--- src/hdl/tet_pkg.sv ---
`timescale 1ns / 1ps
// ----------------------------------------------------------------------------
// tet_pkg
// Shared types, character constants and match tables of the text escape
// transcoder.
// ----------------------------------------------------------------------------
package tet_pkg;

  localparam logic [7:0] CH_C2   = 8'hC2;
  localparam logic [7:0] CH_C3   = 8'hC3;
  localparam logic [7:0] CH_HASH = 8'h23;
  localparam logic [7:0] CH_LF   = 8'h0A;
  localparam logic [7:0] CH_CR   = 8'h0D;
  localparam logic [7:0] CH_G    = 8'h67;
  localparam logic [7:0] CH_T    = 8'h74;
  localparam logic [7:0] CH_UA   = 8'h41;
  localparam logic [7:0] CH_UP   = 8'h50;
  localparam logic [7:0] ESC_OFS = 8'h31;

  localparam int REP_MAX        = 5;
  localparam int QUEUE_DEPTH_DEF = 4;

  typedef enum logic [2:0] {
    PK_CONV,
    PK_NEW,
    PK_ESC,
    PK_LF,
    PK_HASH
  } pass_kind_t;

  typedef struct packed {
    logic [7:0] data;
    logic       last;
    logic       lead;
  } tok_t;

  typedef struct packed {
    logic       hit;
    logic [7:0] code;
  } pair_t;

  function automatic logic is_lead(pass_kind_t k, logic [7:0] b);
    logic r;
    r = 1'b0;
    unique case (k)
      PK_CONV: r = (b == CH_C2) || (b == CH_C3);
      PK_NEW:  r = (b == CH_C3);
      PK_ESC:  r = (b == CH_HASH);
      PK_HASH: r = (b == CH_HASH);
      default: r = 1'b0;
    endcase
    return r;
  endfunction

  function automatic pair_t pair_lookup(pass_kind_t k, logic [7:0] p, logic [7:0] b);
    pair_t r;
    r.hit  = 1'b0;
    r.code = 8'h00;
    unique case (k)
      PK_CONV: begin
        r.hit = 1'b1;
        unique case ({p, b})
          16'hC2AA: r.code = 8'd16;
          16'hC2A1: r.code = 8'd17;
          16'hC2BF: r.code = 8'd18;
          16'hC2AB: r.code = 8'd19;
          16'hC2BB: r.code = 8'd20;
          16'hC3A1: r.code = 8'd21;
          16'hC3A9: r.code = 8'd22;
          16'hC3AD: r.code = 8'd23;
          16'hC3B3: r.code = 8'd24;
          16'hC3BA: r.code = 8'd25;
          16'hC3B1: r.code = 8'd26;
          16'hC391: r.code = 8'd27;
          16'hC3A7: r.code = 8'd28;
          16'hC387: r.code = 8'd29;
          16'hC3BC: r.code = 8'd30;
          16'hC39C: r.code = 8'd31;
          default:  r.hit  = 1'b0;
        endcase
      end
      PK_NEW: begin
        r.hit = 1'b1;
        unique case (b)
          8'hA0:   r.code = 8'd16;
          8'hA3:   r.code = 8'd17;
          8'hA4:   r.code = 8'd18;
          8'hA2:   r.code = 8'd19;
          8'hA8:   r.code = 8'd20;
          8'hAB:   r.code = 8'd21;
          8'hAA:   r.code = 8'd22;
          8'hAC:   r.code = 8'd23;
          8'hAF:   r.code = 8'd24;
          8'hAE:   r.code = 8'd25;
          8'hB2:   r.code = 8'd26;
          8'hB5:   r.code = 8'd27;
          8'hB6:   r.code = 8'd28;
          8'hB4:   r.code = 8'd29;
          8'hB9:   r.code = 8'd30;
          8'hBB:   r.code = 8'd31;
          8'h9F:   r.code = 8'd35;
          default: r.hit  = 1'b0;
        endcase
      end
      PK_ESC: begin
        r.hit = 1'b1;
        unique case (b)
          8'h67:   r.code = 8'h0E;
          8'h74:   r.code = 8'h0F;
          8'h62:   r.code = 8'h0B;
          8'h73:   r.code = 8'h20;
          8'h66:   r.code = 8'h7F;
          8'h6B:   r.code = 8'h0C;
          8'h6E:   r.code = 8'h0D;
          8'h72:   r.code = 8'h0D;
          default: begin
            r.hit  = (b >= CH_UA) && (b <= CH_UP);
            r.code = b - ESC_OFS;
          end
        endcase
      end
      PK_HASH: begin
        r.hit  = (b == CH_HASH);
        r.code = CH_HASH;
      end
      default: r.hit = 1'b0;
    endcase
    return r;
  endfunction

endpackage

--- src/hdl/tet_front.sv ---
`timescale 1ns / 1ps
// ----------------------------------------------------------------------------
// tet_front
// Input register: takes raw bytes and tags bytes that open a UTF-8 pair.
// ----------------------------------------------------------------------------
module tet_front (
  input  logic          clk,
  input  logic          rst_n,
  input  logic          in_valid,
  output logic          in_stall,
  input  logic [7:0]    in_byte,
  input  logic          in_last,
  output logic          out_valid,
  input  logic          out_stall,
  output tet_pkg::tok_t out_tok
);
  import tet_pkg::*;

  logic fv_r, fv_nxt;
  tok_t tok_r;
  logic acc;

  always_comb begin
    in_stall  = fv_r && out_stall;
    acc       = in_valid && !in_stall;
    fv_nxt    = acc ? 1'b1 : (fv_r && out_stall);
    out_valid = fv_r;
    out_tok   = tok_r;
  end

  always_ff @(posedge clk) begin
    if (!rst_n) begin
      fv_r <= 1'b0;
    end else begin
      fv_r <= fv_nxt;
    end
  end

  always_ff @(posedge clk) begin
    if (acc) begin
      tok_r.data <= in_byte;
      tok_r.last <= in_last;
      tok_r.lead <= is_lead(PK_CONV, in_byte);
    end
  end

endmodule

--- src/hdl/tet_queue.sv ---
`timescale 1ns / 1ps
// ----------------------------------------------------------------------------
// tet_queue
// Short FIFO between the front register and the pass chain.
// ----------------------------------------------------------------------------
module tet_queue #(
  parameter int DEPTH = tet_pkg::QUEUE_DEPTH_DEF
) (
  input  logic          clk,
  input  logic          rst_n,
  input  logic          in_valid,
  output logic          in_stall,
  input  tet_pkg::tok_t in_tok,
  output logic          out_valid,
  input  logic          out_stall,
  output tet_pkg::tok_t out_tok
);
  import tet_pkg::*;

  localparam int PW = (DEPTH > 1) ? $clog2(DEPTH) : 1;
  localparam int CW = $clog2(DEPTH + 1);

  tok_t          mem_r [DEPTH];
  logic [PW-1:0] wr_ptr_r, wr_ptr_nxt, rd_ptr_r, rd_ptr_nxt;
  logic [CW-1:0] cnt_r, cnt_nxt;
  logic          push, pop;

  always_comb begin
    in_stall   = (cnt_r == CW'(DEPTH));
    out_valid  = (cnt_r != '0);
    out_tok    = mem_r[rd_ptr_r];
    push       = in_valid && !in_stall;
    pop        = out_valid && !out_stall;
    wr_ptr_nxt = wr_ptr_r;
    rd_ptr_nxt = rd_ptr_r;
    cnt_nxt    = cnt_r;
    if (push) begin
      wr_ptr_nxt = (wr_ptr_r == PW'(DEPTH - 1)) ? '0 : PW'(wr_ptr_r + 1'b1);
    end
    if (pop) begin
      rd_ptr_nxt = (rd_ptr_r == PW'(DEPTH - 1)) ? '0 : PW'(rd_ptr_r + 1'b1);
    end
    if (push && !pop) begin
      cnt_nxt = CW'(cnt_r + 1'b1);
    end else if (pop && !push) begin
      cnt_nxt = CW'(cnt_r - 1'b1);
    end
  end

  always_ff @(posedge clk) begin
    if (!rst_n) begin
      wr_ptr_r <= '0;
      rd_ptr_r <= '0;
      cnt_r    <= '0;
    end else begin
      wr_ptr_r <= wr_ptr_nxt;
      rd_ptr_r <= rd_ptr_nxt;
      cnt_r    <= cnt_nxt;
    end
  end

  always_ff @(posedge clk) begin
    if (push) begin
      mem_r[wr_ptr_r] <= in_tok;
    end
  end

endmodule

--- src/hdl/tet_pass.sv ---
`timescale 1ns / 1ps
// ----------------------------------------------------------------------------
// tet_pass
// One merged replace pass: holds at most one lead byte, matches the next byte, and
// emits the replacement from a small shift buffer one byte per unstalled cycle.
// ----------------------------------------------------------------------------
module tet_pass #(
  parameter tet_pkg::pass_kind_t KIND      = tet_pkg::PK_CONV,
  parameter tet_pkg::pass_kind_t NEXT_KIND = tet_pkg::PK_NEW
) (
  input  logic          clk,
  input  logic          rst_n,
  input  logic          in_valid,
  output logic          in_stall,
  input  tet_pkg::tok_t in_tok,
  output logic          out_valid,
  input  logic          out_stall,
  output tet_pkg::tok_t out_tok
);
  import tet_pkg::*;

  localparam int CW = $clog2(REP_MAX + 1);

  logic [7:0]    obuf_r [REP_MAX];
  logic [7:0]    obuf_nxt [REP_MAX];
  logic [CW-1:0] cnt_r, cnt_nxt;
  logic          olast_r, olast_nxt;
  logic          pv_r, pv_nxt;
  logic [7:0]    pend_r, pend_nxt;
  logic          acc, pop;
  pair_t         pr;
  logic [7:0]    plain;

  always_comb begin
    pr        = pair_lookup(KIND, pend_r, in_tok.data);
    plain     = (KIND == PK_LF && in_tok.data == CH_LF) ? CH_CR : in_tok.data;
    out_valid = (cnt_r != '0);
    pop       = out_valid && !out_stall;
    in_stall  = !((cnt_r == '0) || (cnt_r == CW'(1) && !out_stall));
    acc       = in_valid && !in_stall;

    obuf_nxt  = obuf_r;
    cnt_nxt   = cnt_r;
    olast_nxt = olast_r;
    pv_nxt    = pv_r;
    pend_nxt  = pend_r;

    if (pop) begin
      for (int i = 0; i < REP_MAX - 1; i++) begin
        obuf_nxt[i] = obuf_r[i+1];
      end
      cnt_nxt = CW'(cnt_r - 1'b1);
    end

    if (acc) begin
      olast_nxt = in_tok.last;
      pv_nxt    = 1'b0;
      if (pv_r && pr.hit) begin
        if (KIND == PK_NEW) begin
          obuf_nxt[0] = CH_HASH;
          obuf_nxt[1] = CH_G;
          obuf_nxt[2] = pr.code;
          obuf_nxt[3] = CH_HASH;
          obuf_nxt[4] = CH_T;
          cnt_nxt     = CW'(REP_MAX);
        end else begin
          obuf_nxt[0] = pr.code;
          cnt_nxt     = CW'(1);
        end
      end else if (pv_r) begin
        obuf_nxt[0] = pend_r;
        obuf_nxt[1] = plain;
        cnt_nxt     = (!in_tok.lead || in_tok.last) ? CW'(2) : CW'(1);
        pv_nxt      = in_tok.lead && !in_tok.last;
        pend_nxt    = in_tok.data;
      end else begin
        obuf_nxt[0] = plain;
        cnt_nxt     = (!in_tok.lead || in_tok.last) ? CW'(1) : CW'(0);
        pv_nxt      = in_tok.lead && !in_tok.last;
        pend_nxt    = in_tok.data;
      end
    end

    out_tok.data = obuf_r[0];
    out_tok.last = olast_r && (cnt_r == CW'(1));
    out_tok.lead = is_lead(NEXT_KIND, obuf_r[0]);
  end

  always_ff @(posedge clk) begin
    if (!rst_n) begin
      cnt_r <= '0;
      pv_r  <= 1'b0;
    end else begin
      cnt_r <= cnt_nxt;
      pv_r  <= pv_nxt;
    end
  end

  always_ff @(posedge clk) begin
    obuf_r  <= obuf_nxt;
    olast_r <= olast_nxt;
    pend_r  <= pend_nxt;
  end

`ifndef NO_ASSERTIONS
  a_cnt_bound: assert property (@(posedge clk) disable iff (!rst_n)
    cnt_r <= CW'(REP_MAX))
    else $error("output buffer count out of range");

  a_flush_clears: assert property (@(posedge clk) disable iff (!rst_n)
    acc && in_tok.last |=> !pv_r)
    else $error("held byte survives message end");

  a_last_emits: assert property (@(posedge clk) disable iff (!rst_n)
    acc && in_tok.last |=> cnt_r != '0)
    else $error("message end produced no byte");

  a_lf_no_hold: assert property (@(posedge clk) disable iff (!rst_n)
    KIND == PK_LF |-> !pv_r)
    else $error("line feed pass holds a byte");
`endif

endmodule

--- src/hdl/text_escape_transcoder_unit.sv ---
`timescale 1ns / 1ps
// Throughput: one output byte per cycle while out_stall is low; one input byte
// per cycle unless a pass emits more than one byte for one token, such as a pair
// that expands to five bytes or a held lead byte that did not match, which holds the input.
// Bound by the one-byte-per-cycle emit buffer of each pass stage.
// Reset: synchronous, active low; clears all held bytes and queues.
// ----------------------------------------------------------------------------
// text_escape_transcoder_unit
// Top level: front register, short queue, then a chain of five pass stages.
// ----------------------------------------------------------------------------
module text_escape_transcoder_unit #(
  parameter int QUEUE_DEPTH = tet_pkg::QUEUE_DEPTH_DEF
) (
  input  logic       clk,
  input  logic       rst_n,
  input  logic       in_valid,
  output logic       in_stall,
  input  logic [7:0] in_byte,
  input  logic       in_last,
  output logic       out_valid,
  input  logic       out_stall,
  output logic [7:0] out_byte,
  output logic       out_last
);
  import tet_pkg::*;

  tok_t fr_tok, q_tok, a_tok, b_tok, c_tok, d_tok, e_tok;
  logic fr_valid, fr_stall, q_valid, q_stall;
  logic a_valid, a_stall, b_valid, b_stall, c_valid, c_stall, d_valid, d_stall;

  tet_front u_front (
    .clk, .rst_n,
    .in_valid, .in_stall, .in_byte, .in_last,
    .out_valid(fr_valid), .out_stall(fr_stall), .out_tok(fr_tok)
  );

  tet_queue #(.DEPTH(QUEUE_DEPTH)) u_queue (
    .clk, .rst_n,
    .in_valid(fr_valid), .in_stall(fr_stall), .in_tok(fr_tok),
    .out_valid(q_valid), .out_stall(q_stall), .out_tok(q_tok)
  );

  tet_pass #(.KIND(PK_CONV), .NEXT_KIND(PK_NEW)) u_conv (
    .clk, .rst_n,
    .in_valid(q_valid), .in_stall(q_stall), .in_tok(q_tok),
    .out_valid(a_valid), .out_stall(a_stall), .out_tok(a_tok)
  );

  tet_pass #(.KIND(PK_NEW), .NEXT_KIND(PK_ESC)) u_new (
    .clk, .rst_n,
    .in_valid(a_valid), .in_stall(a_stall), .in_tok(a_tok),
    .out_valid(b_valid), .out_stall(b_stall), .out_tok(b_tok)
  );

  tet_pass #(.KIND(PK_ESC), .NEXT_KIND(PK_LF)) u_esc (
    .clk, .rst_n,
    .in_valid(b_valid), .in_stall(b_stall), .in_tok(b_tok),
    .out_valid(c_valid), .out_stall(c_stall), .out_tok(c_tok)
  );

  tet_pass #(.KIND(PK_LF), .NEXT_KIND(PK_HASH)) u_lf (
    .clk, .rst_n,
    .in_valid(c_valid), .in_stall(c_stall), .in_tok(c_tok),
    .out_valid(d_valid), .out_stall(d_stall), .out_tok(d_tok)
  );

  tet_pass #(.KIND(PK_HASH), .NEXT_KIND(PK_LF)) u_hash (
    .clk, .rst_n,
    .in_valid(d_valid), .in_stall(d_stall), .in_tok(d_tok),
    .out_valid, .out_stall, .out_tok(e_tok)
  );

  assign out_byte = e_tok.data;
  assign out_last = e_tok.last;

endmodule

--- config.mk ---
export PLATFORM = sky130hd
export DESIGN_NAME = text_escape_transcoder_unit
export DESIGN_NICKNAME = d
export VERILOG_FILES = /design/src/hdl/tet_pkg.sv /design/src/hdl/tet_front.sv /design/src/hdl/tet_queue.sv /design/src/hdl/tet_pass.sv /design/src/hdl/text_escape_transcoder_unit.sv
export SDC_FILE = /design/constraint.sdc
export NUM_CORES = 1
export LEC_CHECK = 0
export BUFFER_PORTS_ARGS = -buffer_cell sky130_fd_sc_hd__buf_2
export CAP_MARGIN = 0
export CORE_UTILIZATION = 40
export CTS_CLUSTER_SIZE = 14
export DETAILED_ROUTE_END_ITERATION = 8
export SLEW_MARGIN = 10
export SYNTH_ARGS = -nofsm -noshare
export SYNTH_HDL_FRONTEND = slang
export SYNTH_SLANG_ARGS = --single-unit
--- constraint.sdc ---
create_clock -name clk -period 7.9 [get_ports clk]
set_input_delay 0.395 -clock clk [delete_from_list [all_inputs] [get_ports clk]]
set_output_delay 0.395 -clock clk [all_outputs]
set_load 0.02 [all_outputs]
# Word level (Yosys, flattened, before mapping)
# Memory sizes are Yosys's and may differ from the RTL's. A register that Yosys moved wholly into a read port is not among the register bits.
# Index checks and enable logic that the tools add are counted.
[word_totals]
reg_bits = 170
latchBits = 0
ram_bits = 40
rom_bits = 0
in_bits = 13
out_inout_bits = 11
wordCells = 259
n_memories = 1
[op_classes]
add_sub_neg = 10
multipliers = 0
n_div = 0
magnitude_cmp = 2
n_eq_ne = 55
shifts = 0
mux = 72
bitwise_logic = 4
n_reduce_logical = 78
[memory_table]
columns = ["name", "words", "word_bits", "rd", "rd_clocked_by_memory_dff", "wr", "line_no", "text"]
rows = [
  ["u_queue.mem_r", 4, 10, 1, 1, 1, "tet_queue.sv:23", "tok_t mem_r [DEPTH];"],
]
[ops]
columns = ["op", "n"]
rows = [
  ["== test 16 bit, second input constant", 16],
  ["== test 8 bit, second input constant", 20],
  ["2-to-1 mux 32 bit", 5],
  ["2-to-1 mux 8 bit", 15],
  ["one-hot mux 6 bit (17 select lines)", 1],
  ["2-to-1 mux 16 bit", 5],
  ["one-hot mux 5 bit (16 select lines)", 1],
  ["== test 8 x 7 -> 1 bit, second input constant", 8],
  ["2-to-1 mux 3 bit", 20],
  ["one-hot mux 8 bit (7 select lines)", 1],
  ["2-to-1 mux 40 bit", 1],
  ["logical AND 1 bit", 30],
  ["2-to-1 mux 24 bit", 1],
  ["nonzero test 3 bit", 6],
  ["subtractor 3 x 1 -> 3 bit, second input constant", 6],
  ["OR reduction 17 bit", 1],
  ["== test 8 x 6 -> 1 bit, second input constant", 2],
  ["2-to-1 mux 2 bit", 8],
  ["OR reduction 16 bit", 1],
  ["== test 3 x 1 -> 1 bit, second input constant", 5],
  ["zero test 3 bit", 5],
  ["2-to-1 mux 1 bit", 14],
  ["zero test 1 bit", 13],
  ["nonzero test 2 bit", 6],
  ["13 further kinds", 30],
]

# Logic depth before layout (Yosys ltp)
# Gate-level depths: netlist of run 1.
[depth]
ltp_word = 15
depth_mapped = 14
mapped_depth_nobuf = 13

# By module
# A second synthesis of run 1 with hierarchy kept.
[hier_totals]
cells_unflattened = 1033
area_unflattened_um2 = 11290.8
[by_module_without_submodules]
columns = ["mod", "instances", "cells_each", "area_each_um2", "seq_area_each_um2"]
rows = [
  ["tet_pass at u_new", 1, 242, 2324.7, 1071.0],
  ["tet_pass at u_conv", 1, 193, 1978.1, 750.7],
  ["tet_queue", 1, 104, 1936.9, 1381.3],
  ["tet_pass at u_esc", 1, 214, 1865.5, 750.7],
  ["tet_pass at u_lf", 1, 134, 1443.9, 750.7],
  ["tet_pass at u_hash", 1, 129, 1376.3, 750.7],
  ["tet_front", 1, 17, 365.4, 320.3],
]

# Worst setup path after synthesis of run 1
# No wires, ideal clock.
[synth_path]
kind = "flip-flop to flip-flop"
startpoint = "reg u_hash.cnt_r[1]"
endpoint = "reg u_queue.cnt_r[2]"
t_arrival_ns = 2.973
required_time_ns = 7.829
slack_ns = 4.857
path_stages_with_launch = 15
path_buffers = 1
period_less_slack_ns = 3.043
cell_sequence = "dfxtp_1 > inv_1 > ha_1 > nor2b_1 > o211ai_1 > a2111o_1 > a21oi_2 > clkinv_1 > clkbuf_1 > ha_1 > inv_1 > fa_1 > xor2_1 > or3_1 > a21oi_1"
[synth_via]
elab_chain_cells = 15
[synth_lines]
columns = ["element", "line_no", "text"]
rows = [
  ["from (decl)", "tet_pass.sv:26", "logic [CW-1:0] cnt_r, cnt_nxt;"],
  ["from (signal assigned)", "tet_pass.sv:94", "cnt_r <= cnt_nxt;"],
  ["== test 3 x 1 -> 1 bit", "tet_pass.sv:39", "in_stall = !((cnt_r == '0) || (cnt_r == CW'(1) && !out_stall));"],
  ["logical AND 1 bit", "tet_pass.sv:39", ""],
  ["logical OR 1 bit (*)", "tet_pass.sv:39", ""],
  ["logical AND 1 bit (*)", "tet_pass.sv:39", ""],
  ["logical OR 1 bit (*)", "tet_pass.sv:39", ""],
  ["logical AND 1 bit (*)", "tet_pass.sv:39", ""],
  ["logical OR 1 bit (*)", "tet_pass.sv:39", ""],
  ["logical AND 1 bit (*)", "tet_pass.sv:39", ""],
  ["logical OR 1 bit (*)", "tet_pass.sv:39", ""],
  ["logical AND 1 bit (*)", "tet_pass.sv:39", ""],
  ["logical OR 1 bit (*)", "tet_pass.sv:39", ""],
  ["logical AND 1 bit (*)", "tet_queue.sv:33", "pop = out_valid && !out_stall;"],
  ["zero test 1 bit", "tet_queue.sv:43", "if (push && !pop) begin"],
  ["logical AND 1 bit", "tet_queue.sv:43", ""],
  ["2-to-1 mux 3 bit / nonzero test 2 bit (equally long branches)", "n/a", ""],
  ["to (signal assigned)", "tet_queue.sv:58", "cnt_r <= cnt_nxt;"],
  ["to (decl)", "tet_queue.sv:25", "logic [CW-1:0] cnt_r, cnt_nxt;"],
]
# Mark *: on every way between the ends. The rest lies on a longest branch, timed or not.
# A chain may end at the register's enable or synchronous reset.

# Final worst setup path of run 1
# Ends and elaborated chain as after synthesis.

==> results.md, run 1 <==
- The flow ran to the end, and the final reports show no timing, DRC or antenna violations.
- The slowest library cell on the worst path is sky130_fd_sc_hd__a21oi_2.
- Summed over all cells, the static leakage comes to 0.00387 µW.
- met2 is the most crowded layer.
- Data on the critical path arrives at its endpoint at 4.36 ns.
- The net count after synthesis is 932.
- For the pin with the worst max-slew slack, the measured transition is 1.02 ns.
- The first TritonRoute pass finished after 4 iterations.
- The die covers 0.0247 mm².
- The detailed placer's ending HPWL is 12.7 mm.
- The category of the critical setup timing path is flip-flop to flip-flop.
- The total number of cells along the worst setup path is 13.
- TritonCTS created 23 clock buffers.
- The type of the most critical hold path is input port to flip-flop.
- The number of antenna diodes in the final layout is 0.
- The number of top-level design ports is 24.
- The met2 routing resource usage after global routing is 27.5%.
- The clock passes through at most 3 buffers.
- At the placement stage, the worst setup path has a slack of 3.94 ns.
- The sum of buffers and inverters on the critical path is 3.
- After clock tree synthesis, the clock-pin slew on the worst setup and hold paths is 0.06 ns.
- The number of library cell types mapped by synthesis is 84.
- The vias after detailed routing is 6,401.
- The final critical-path share of the clock period is 49.8%.
- The met1 track utilization from global routing is 21.2%.
- The largest clock skew in the final design is 0.0110 ns.
- The total wire length after detailed routing is 19.4 mm.
- The violation count after the first detailed-routing iteration is 362.
- The congestion estimate from routability-driven global placement came to 0.799.
- The core region is 0.0235 mm².
- The setup violation total in the final timing report is 0.
- The quantity of gates resized following cts is 0.
- The kind of cell with the highest combined delay along the critical path is compound AO/OA/AOI/OAI gates.
- The initial utilization of the core area, before any placement, comes to 41.0%.
- Summing every instance area after synthesis gives 0.00964 mm².
- The number of synthesized register bits is 204.
- Sequential cells were found to cover 55.5% of the synthesized design area.
- The power per cell area is 413 mW/mm².
- In the routed design, unresolved DRC markers number 0.
- Power comes to 4400 µW.
- The biggest area contributor in the post-synthesis netlist is sky130_fd_sc_hd__edfxtp_1.
- The worst slew margin relative to its limit is 31.9%.
- Counting instances, the worst hold path has a depth of 1.
- The fraction of the core area covered by cells at the end of the flow is 45.2%.
- After technology mapping, the gate count stands at 889.
- TritonCTS built the clock tree.
- Excluding fillers, the count of instances in the completed layout stands at 1,217.
- The number of hold buffers added after CTS was 0.
- For this run, the post-layout net count is 924.
- The first global-routing pass estimated 32.0 mm of wire.
- The delay of the slowest critical-path stage is 0.67 ns.
- Buffers placed on the I/O ports in this run total 23.
- Measured in cells, the most critical reg-to-reg path has a length of 13.
- The slack of the worst reg-to-reg path is 3.96 ns.
- The leftover overflow at the end of global routing is 0.
- The number of placed cells counting well taps is 1,175.
- The clock reaches the later pin of the worst-skew pair after 0.51 ns.
- The number of sinks on the clock net is 204.
- From left edge to right edge, the die measures 157 µm.
- The ratio of cells with drive above 1 in the final layout is 11.2%.
- The critical path endpoint category is a flip-flop.
- The mean instance size in the synthesized netlist is 10.8 µm².
- Global routing consumed, over all layers together, 16.0% of the routing resources.
- Yosys attributes the largest share of cell area to sky130_fd_sc_hd__edfxtp_1, sky130_fd_sc_hd__dfxtp_1, sky130_fd_sc_hd__nand2_1.
- The count of nets left with antenna violations after detail routing is 0.
- The maximum number of pins on one net before global-route repair is 37.
- The die height is 157 µm.
- The routed design could run at a clock period as short as 3.94 ns.
- The type of origin of the critical path is a flip-flop.
- The worst-case vdd ir drop is 184 µV.
- Dividing the detail-routed via count by the number of cells gives 5.26.
- The met3 layer usage reported by global route is 2.23%.
- The via count of the first global-routing pass is 6,216.
- Buffers added to address setup during post-CTS repair amount to 0.
- The portion of synthesized cell area occupied by the leading cell type is 39.5%.
- The total of warnings raised by yosys is 0.
- The initial antenna violation count is 0.
- The count of standard-cell rows is 56.
- CTS placed an instance of sky130_fd_sc_hd__clkbuf_16 at the clock tree root.
- The H-tree level count is 1.
- The total negative slack is 0 ns.
- Counting flops with a built-in enable in the synthesized netlist gives 127.
- The post-detailed-route wirelength per cell is 15.9 µm.
- Relative to the synthesized area, the layout overhead comes to 10.4%.
- The fraction of registers with async set/reset is 0%.
- The final number of max-transition violations is 0.
- The top achievable clock speed is 254 MHz.
- Setup repair after global routing left no endpoint under its margin.
- In this run the worst path has a maximum fanout of 18.
- Across the run, the number of max-cap violations was 0.
- For this run, the leading register cell type out of synthesis is sky130_fd_sc_hd__edfxtp_1.
- Walking the worst path, the cells encountered are inv_1 -> ha_1 -> nor2b_1 -> o211ai_1 -> a2111o_1 -> a21oi_2 -> clkinv_1 -> ha_1 -> inv_1 -> fa_1 -> xor2_1 -> or3_1 -> a21oi_1.
- The final-report hold violation count is 0.
- Setup slack closes at 3.96 ns.
- For the worst setup path, the data required time is 8.32 ns.
==> metrics by stage <==
step / instance area [µm²] / hold WS [ns]
floorplan: 9640 / 0.415
global placement: 9890 / 0.432
detailed placement: 9890 / 0.435
CTS: 10600 / 0.0515
global route: 10600 / 0.0472
finish: 10600 / 0.0697
==> placed cells by master (no fill, tap or decap), types with 5 or more instances in the layout <==
cell type | netlist | layout
sky130_fd_sc_hd__a21oi_1 | 49 | 49
sky130_fd_sc_hd__a22oi_1 | 12 | 12
sky130_fd_sc_hd__a31oi_1 | 19 | 19
sky130_fd_sc_hd__and2_1 | 13 | 13
sky130_fd_sc_hd__and3_1 | 7 | 7
sky130_fd_sc_hd__buf_2 | 2 | 23
sky130_fd_sc_hd__clkbuf_16 | 0 | 23
sky130_fd_sc_hd__clkinv_2 | 0 | 6
sky130_fd_sc_hd__dfxtp_1 | 77 | 77
sky130_fd_sc_hd__edfxtp_1 | 127 | 127
sky130_fd_sc_hd__ha_1 | 29 | 29
sky130_fd_sc_hd__inv_1 | 41 | 41
sky130_fd_sc_hd__mux2_4 | 5 | 5
sky130_fd_sc_hd__mux2i_1 | 13 | 13
sky130_fd_sc_hd__mux4_2 | 10 | 10
sky130_fd_sc_hd__nand2_1 | 133 | 133
sky130_fd_sc_hd__nand2b_1 | 11 | 11
sky130_fd_sc_hd__nand3_1 | 18 | 18
sky130_fd_sc_hd__nand3b_1 | 10 | 10
sky130_fd_sc_hd__nor2_1 | 58 | 58
sky130_fd_sc_hd__nor2b_1 | 8 | 8
sky130_fd_sc_hd__nor3_1 | 12 | 12
sky130_fd_sc_hd__nor3b_1 | 7 | 7
sky130_fd_sc_hd__o211ai_1 | 11 | 11
sky130_fd_sc_hd__o21ai_0 | 45 | 45
sky130_fd_sc_hd__xnor2_1 | 12 | 12
==> final cells by class <==
cell class                      instances  area, µm²
Tap cell                              319        399
Clock inverter                         13        125
Timing Repair Buffer                   27        145
Sequential cell                       204       5360
Clock buffer                           29        628
Inverter                               44        165
Multi-Input combinational cell        581       3830
Fill cell                            2209      12900
==> power by group <==
part	internal [µW]	switching (µW)	total, µW
clock	631	431	1060
combinational	504	961	1470
sequential	1600	270	1870
total	2740	1660	4400
==> synthesized netlist by cell type (4+ instances only) <==
| master | n |
|---|---|
| sky130_fd_sc_hd__a211oi_1 | 4 |
| sky130_fd_sc_hd__a21oi_1 | 49 |
| sky130_fd_sc_hd__a22oi_1 | 12 |
| sky130_fd_sc_hd__a31oi_1 | 19 |
| sky130_fd_sc_hd__and2_1 | 13 |
| sky130_fd_sc_hd__and3_1 | 7 |
| sky130_fd_sc_hd__buf_4 | 8 |
| sky130_fd_sc_hd__buf_6 | 5 |
| sky130_fd_sc_hd__clkbuf_1 | 42 |
| sky130_fd_sc_hd__dfxtp_1 | 77 |
| sky130_fd_sc_hd__edfxtp_1 | 127 |
| sky130_fd_sc_hd__ha_1 | 29 |
| sky130_fd_sc_hd__inv_1 | 41 |
| sky130_fd_sc_hd__mux2_4 | 5 |
| sky130_fd_sc_hd__mux2i_1 | 13 |
| sky130_fd_sc_hd__mux4_2 | 10 |
| sky130_fd_sc_hd__nand2_1 | 133 |
| sky130_fd_sc_hd__nand2b_1 | 11 |
| sky130_fd_sc_hd__nand3_1 | 18 |
| sky130_fd_sc_hd__nand3b_1 | 10 |
| sky130_fd_sc_hd__nand4b_1 | 4 |
| sky130_fd_sc_hd__nor2_1 | 58 |
| sky130_fd_sc_hd__nor2b_1 | 8 |
| sky130_fd_sc_hd__nor3_1 | 12 |
| sky130_fd_sc_hd__nor3b_1 | 7 |
| sky130_fd_sc_hd__o211ai_1 | 11 |
| sky130_fd_sc_hd__o21a_1 | 4 |
| sky130_fd_sc_hd__o21ai_0 | 45 |
| sky130_fd_sc_hd__xnor2_1 | 12 |
| sky130_fd_sc_hd__xor2_1 | 4 |
==> state kept, by name (all words and copies together), names as in the netlist, 8 cells and up, named ones only <==
register         count
u_conv.obuf_r        8
u_conv.out_tok       8
u_front.out_tok     10
u_new.pend_r         8
u_esc.obuf_r         8
u_hash.obuf_r        8
u_lf.out_tok         8
u_new.out_tok        8
u_esc.out_tok        8
u_new.obuf_r        24
u_esc.pend_r         8
u_queue.mem_r       40
u_hash.pend_r        8
u_conv.pend_r        8
u_hash.out_tok       8
==> cells by family after synthesis <==
family,count (synthesis),synth area share (%)
AND/OR/NAND/NOR,313,16.3
flip-flops,204,55.5
AO/OA/AOI/OAI,194,13.5
buffers and inverters,104,4.79
adder cells (fa/ha/maj),30,3.97
multiplexers,28,4.46
XOR/XNOR,16,1.45
==> worst register-to-register path: stages, from the launching register on <==
cell and delay [ns]:
sky130_fd_sc_hd__dfxtp_1 0.31, sky130_fd_sc_hd__inv_1 0.09, sky130_fd_sc_hd__ha_1 0.16, sky130_fd_sc_hd__nor2b_1 0.17
sky130_fd_sc_hd__o211ai_1 0.15, sky130_fd_sc_hd__a2111o_1 0.45, sky130_fd_sc_hd__a21oi_2 0.67, sky130_fd_sc_hd__clkinv_1 0.65
sky130_fd_sc_hd__ha_1 0.44, sky130_fd_sc_hd__inv_1 0.08, sky130_fd_sc_hd__fa_1 0.18, sky130_fd_sc_hd__xor2_1 0.07
sky130_fd_sc_hd__or3_1 0.30, sky130_fd_sc_hd__a21oi_1 0.14
==> worst paths after layout <==
kind                                start                             to
max          u_hash.cnt_r[1]$_SDFFE_PN0P_  u_queue.cnt_r[2]$_SDFFE_PN0P_
min reg2reg       u_new.obuf_r[8]$_DFF_P_        u_new.obuf_r[8]$_DFF_P_
max reg2reg  u_hash.cnt_r[1]$_SDFFE_PN0P_  u_queue.cnt_r[2]$_SDFFE_PN0P_
min                            in_byte[0]   u_front.out_tok[2]$_DFFE_PP_
==> routing by layer <==
layer | vias up | wire [µm]
met5 | - | 0
met4 | 0 | 341
met3 | 27 | 515
met2 | 79 | 9430
met1 | 3097 | 9110
li1 | 3198 | -
(Power assumes the default switching activity.)
==> inputs of run 2 (changes only) <==
Clock period 7.9 ns to 3.6 ns, I/O delays scaled along.
==> results.md, run 2 (synthesis results as in run 1) <==
- The violation count after the first detailed-routing iteration is 405.
- The area used by sequential logic in the layout is 0.00536 mm².
- Between clock sinks in the finished design, the worst skew comes to 0.00902 ns.
- The endpoint identified for the worst register-to-register timing path is u_conv.out_tok[8]$_DFFE_PP_.
- The first global-routing pass estimated 32.2 mm of wire.
- In this run the number of H-tree levels came out at 1.
- The maximum number of pins on one net before global-route repair is 37.
- The largest delay contributor family on the critical path is compound AO/OA/AOI/OAI gates.
- The final number of max-transition violations was 0.
- The worst endpoint data arrival time is 3.65 ns.
- The clock tree from TritonCTS is yes.
- The routed design could run at a clock period as short as 3.39 ns.
- The leftover overflow at the end of global routing is 0.
- IR analysis of the VDD net gives a maximum drop of 430 µV.
- Setup slack on the critical path of the routed design comes to 0.205 ns.
- In the final design database the tool counted 948 nets.
- The worst hold path belongs to the class input port to flip-flop.
- The post-route netlist has 12.2% of its cells at a drive strength greater than 1.
- Data on the critical path is required at its endpoint by 3.86 ns.
- The initialized floorplan defines 56 standard-cell rows.
- The total wire length after detailed routing is 19.3 mm.
- After detailed routing, the number of vias per cell comes to 5.19.
- Once the clock tree was built, the resizer swapped 0 gates to a different size.
- The overall routing resource usage is 16.1%.
- The run finished with clean final reports.
- After legalization and detailed placement, the total HPWL measured 13.1 mm.
- The register with the highest flop count is u_queue.mem_r.
- The worst setup path is launched from a flip-flop.
- The leakage power is 0.00396 µW.
- Together, buffers and inverters on the worst path number 1.
- The detail route stage leaves a number of antenna-violating nets equal to 0.
- The clock insertion delay at the later pin of the skew report is 0.51 ns.
- The initial antenna violation count was 0.
- The setup violation total in the final timing report is 0.
- For this run, design rule violations remaining after detail routing come to 0.
- The total of fill cells in the finished design is 2,239.
- The antenna cell count is 0.
- In the final routed layout, each cell accounts on average for 15.6 µm.
- The slowest stage of the critical path belongs to the cell sky130_fd_sc_hd__a2111oi_0.
- The number of top-level design ports is 24.
- For the pin with the worst max-slew slack, the measured transition is 1.05 ns.
- Derived from the worst setup path, the maximum achievable clock frequency is 295 MHz.
- The core region is 0.0235 mm².
- The final-report hold violation count came to 0.
- The worst hold path was traced through 3 stages.
- The floorplan step set the die width to 157 µm.
- In this run the tightest slew margin relative to its limit is 30.1%.
- For this design the ratio of total power to cell area is 888 mW/mm².
- The TritonCTS buffer count is 22.
- The routed layout has 6,434 vias.
- The maximum count of clock buffers along a single path is 3.
- The pre-CTS setup slack is 0.303 ns.
- Before antenna repair, the detailed router went through 5 iterations.
- STA classifies the critical path endpoint as a flip-flop.
- The worst path uses 94.3% of the clock period.
- Clock tree synthesis selected as its root buffer the cell sky130_fd_sc_hd__clkbuf_16.
- The most common library cell in the layout ignoring fill and taps is sky130_fd_sc_hd__nand2_1.
- Walking the worst path, the cells encountered are buf_4 -> mux4_2 -> nand4bb_1 -> a2111oi_0 -> a31o_2 -> o41a_1 -> nor2_1 -> a22o_1.
- For this run, the slowest stage of the critical path takes 0.69 ns.
- The number of flip-flops in the largest register is 40.
- In the layout the commonest cells are sky130_fd_sc_hd__nand2_1, sky130_fd_sc_hd__edfxtp_1, sky130_fd_sc_hd__dfxtp_1, sky130_fd_sc_hd__nor2_1, sky130_fd_sc_hd__a21oi_1.
- The worst reg2reg path depth is 8.
- The area growth from synthesis to layout is 12.2%.
- The multi-input combinational cells in the finished layout cover a total of 0.00383 mm².
- Once the floorplan was initialized, standard cells occupied 41.0% of the core.
- The category of the critical setup timing path is flip-flop to flip-flop.
- The number of max-capacitance violations reported is 0.
- The die is 157 µm tall.
- The die covers 0.0247 mm².
- Of all nets on the critical path, the largest fanout is 12.
- For the final routed database, the setup TNS stands at 0 ns.
- Buffers placed on the I/O ports in this run total 23.
- Clock-pin slew was measured on the worst setup and hold paths at 0.06 ns.
- The number of sinks on the clock net is 204.
- The via count of the first global-routing pass is 6,397.
- For flop-to-flop paths, the worst setup slack is 0.21 ns.
- The final weighted congestion in routability-driven placement is 0.863.
- Setup repair after global routing left no endpoint under its margin.
- In this run the most critical hold path is launched from rst_n.
- The terminating pin of the worst hold path is u_conv.cnt_r[2]$_SDFFE_PN0P_.
==> run 2: cell count changes in the layout (fill, tap and decap cells not counted), sizes merged <==
cell	previous run	this run
bufinv	2	0
inv	45	43
clkbuf	29	33
clkinv	9	7
buf	27	42
dlygate4sd3	0	10
clkinvlp	1	0
==> run 2: how the worst max path moves through the flow <==
| stage | cells past startpoint | end | slack (ns) | from |
|---|---|---|---|---|
| after CTS | 8 | u_conv.out_tok[8]$_DFFE_PP_ | 0.25 | flip-flop |
| final | 8 | u_conv.out_tok[8]$_DFFE_PP_ | 0.21 | flip-flop |
| after detailed placement | 8 | u_conv.out_tok[8]$_DFFE_PP_ | 0.30 | flip-flop |
| after global placement | 7 | u_conv.pend_r[5]$_DFFE_PP_ | 0.33 | flip-flop |
| after floorplan | 14 | u_queue.cnt_r[2]$_SDFFE_PN0P_ | 0.56 | u_hash.cnt_r[1]$_SDFFE_PN0P_ |
| after global routing | 8 | u_conv.out_tok[8]$_DFFE_PP_ | 0.03 | flip-flop |
==> run 2: final cells by class <==
| class | count | share of cell area, % |
|---|---|---|
| flip-flops and latches | 204 | 49.5 |
| multi-input cells | 581 | 35.4 |
| clock buffers | 33 | 6.22 |
| well taps | 319 | 3.69 |
| repair buffers | 52 | 3.31 |
| inverters | 44 | 1.53 |
| clock inverters | 6 | 0.359 |
==> run 2: where the power goes <==
part | internal (µW) | switching, µW | total [µW] | leakage (µW)
combinational | 1200 | 2180 | 3380 | 0.00176
sequential | 3520 | 527 | 4050 | 0.00185
clock | 1290 | 886 | 2180 | 0.000353
total | 6010 | 3590 | 9600 | 0.00396
==> run 2: repair_timing <==
action	4_1_cts	5_1_grt
hold buffers	10	0
hold endpoints to repair	11	0
buffers inserted	0	0
==> run 2: worst reg2reg max path: stages, from the launching register on <==
cell	delay (ns)
sky130_fd_sc_hd__dfxtp_1	0.35
sky130_fd_sc_hd__buf_4	0.23
sky130_fd_sc_hd__mux4_2	0.66
sky130_fd_sc_hd__nand4bb_1	0.23
sky130_fd_sc_hd__a2111oi_0	0.69
sky130_fd_sc_hd__a31o_2	0.32
sky130_fd_sc_hd__o41a_1	0.22
sky130_fd_sc_hd__nor2_1	0.19
sky130_fd_sc_hd__a22o_1	0.25
==> run 2: per-layer routing <==
| layer | routed length [µm] | part of all wire (%) | track usage (%) |
|---|---|---|---|
| met2 | 9490 | 49 | 27.9 |
| met4 | 274 | 1.4 | 3.51 |
| met1 | 8970 | 46 | 21.2 |
| met3 | 609 | 3.1 | 2.42 |
| met5 | 0 | 0 | 0 |
==> run 2: metrics by stage <==
stage          util [%]  instances  cell area [µm²]  total power [µW]  hold slack (ns)
2_1_floorplan         -        889             9640              6580            0.279
3_3_place_gp       42.5       1190            10000              7440            0.358
3_5_place_dp       42.5       1190            10000              7490            0.358
4_1_cts            46.0       1239            10800              9710          0.00222
5_1_grt            46.0       1239            10800             10300           0.0201
6_report           46.0       1239            10800              9600          0.00642
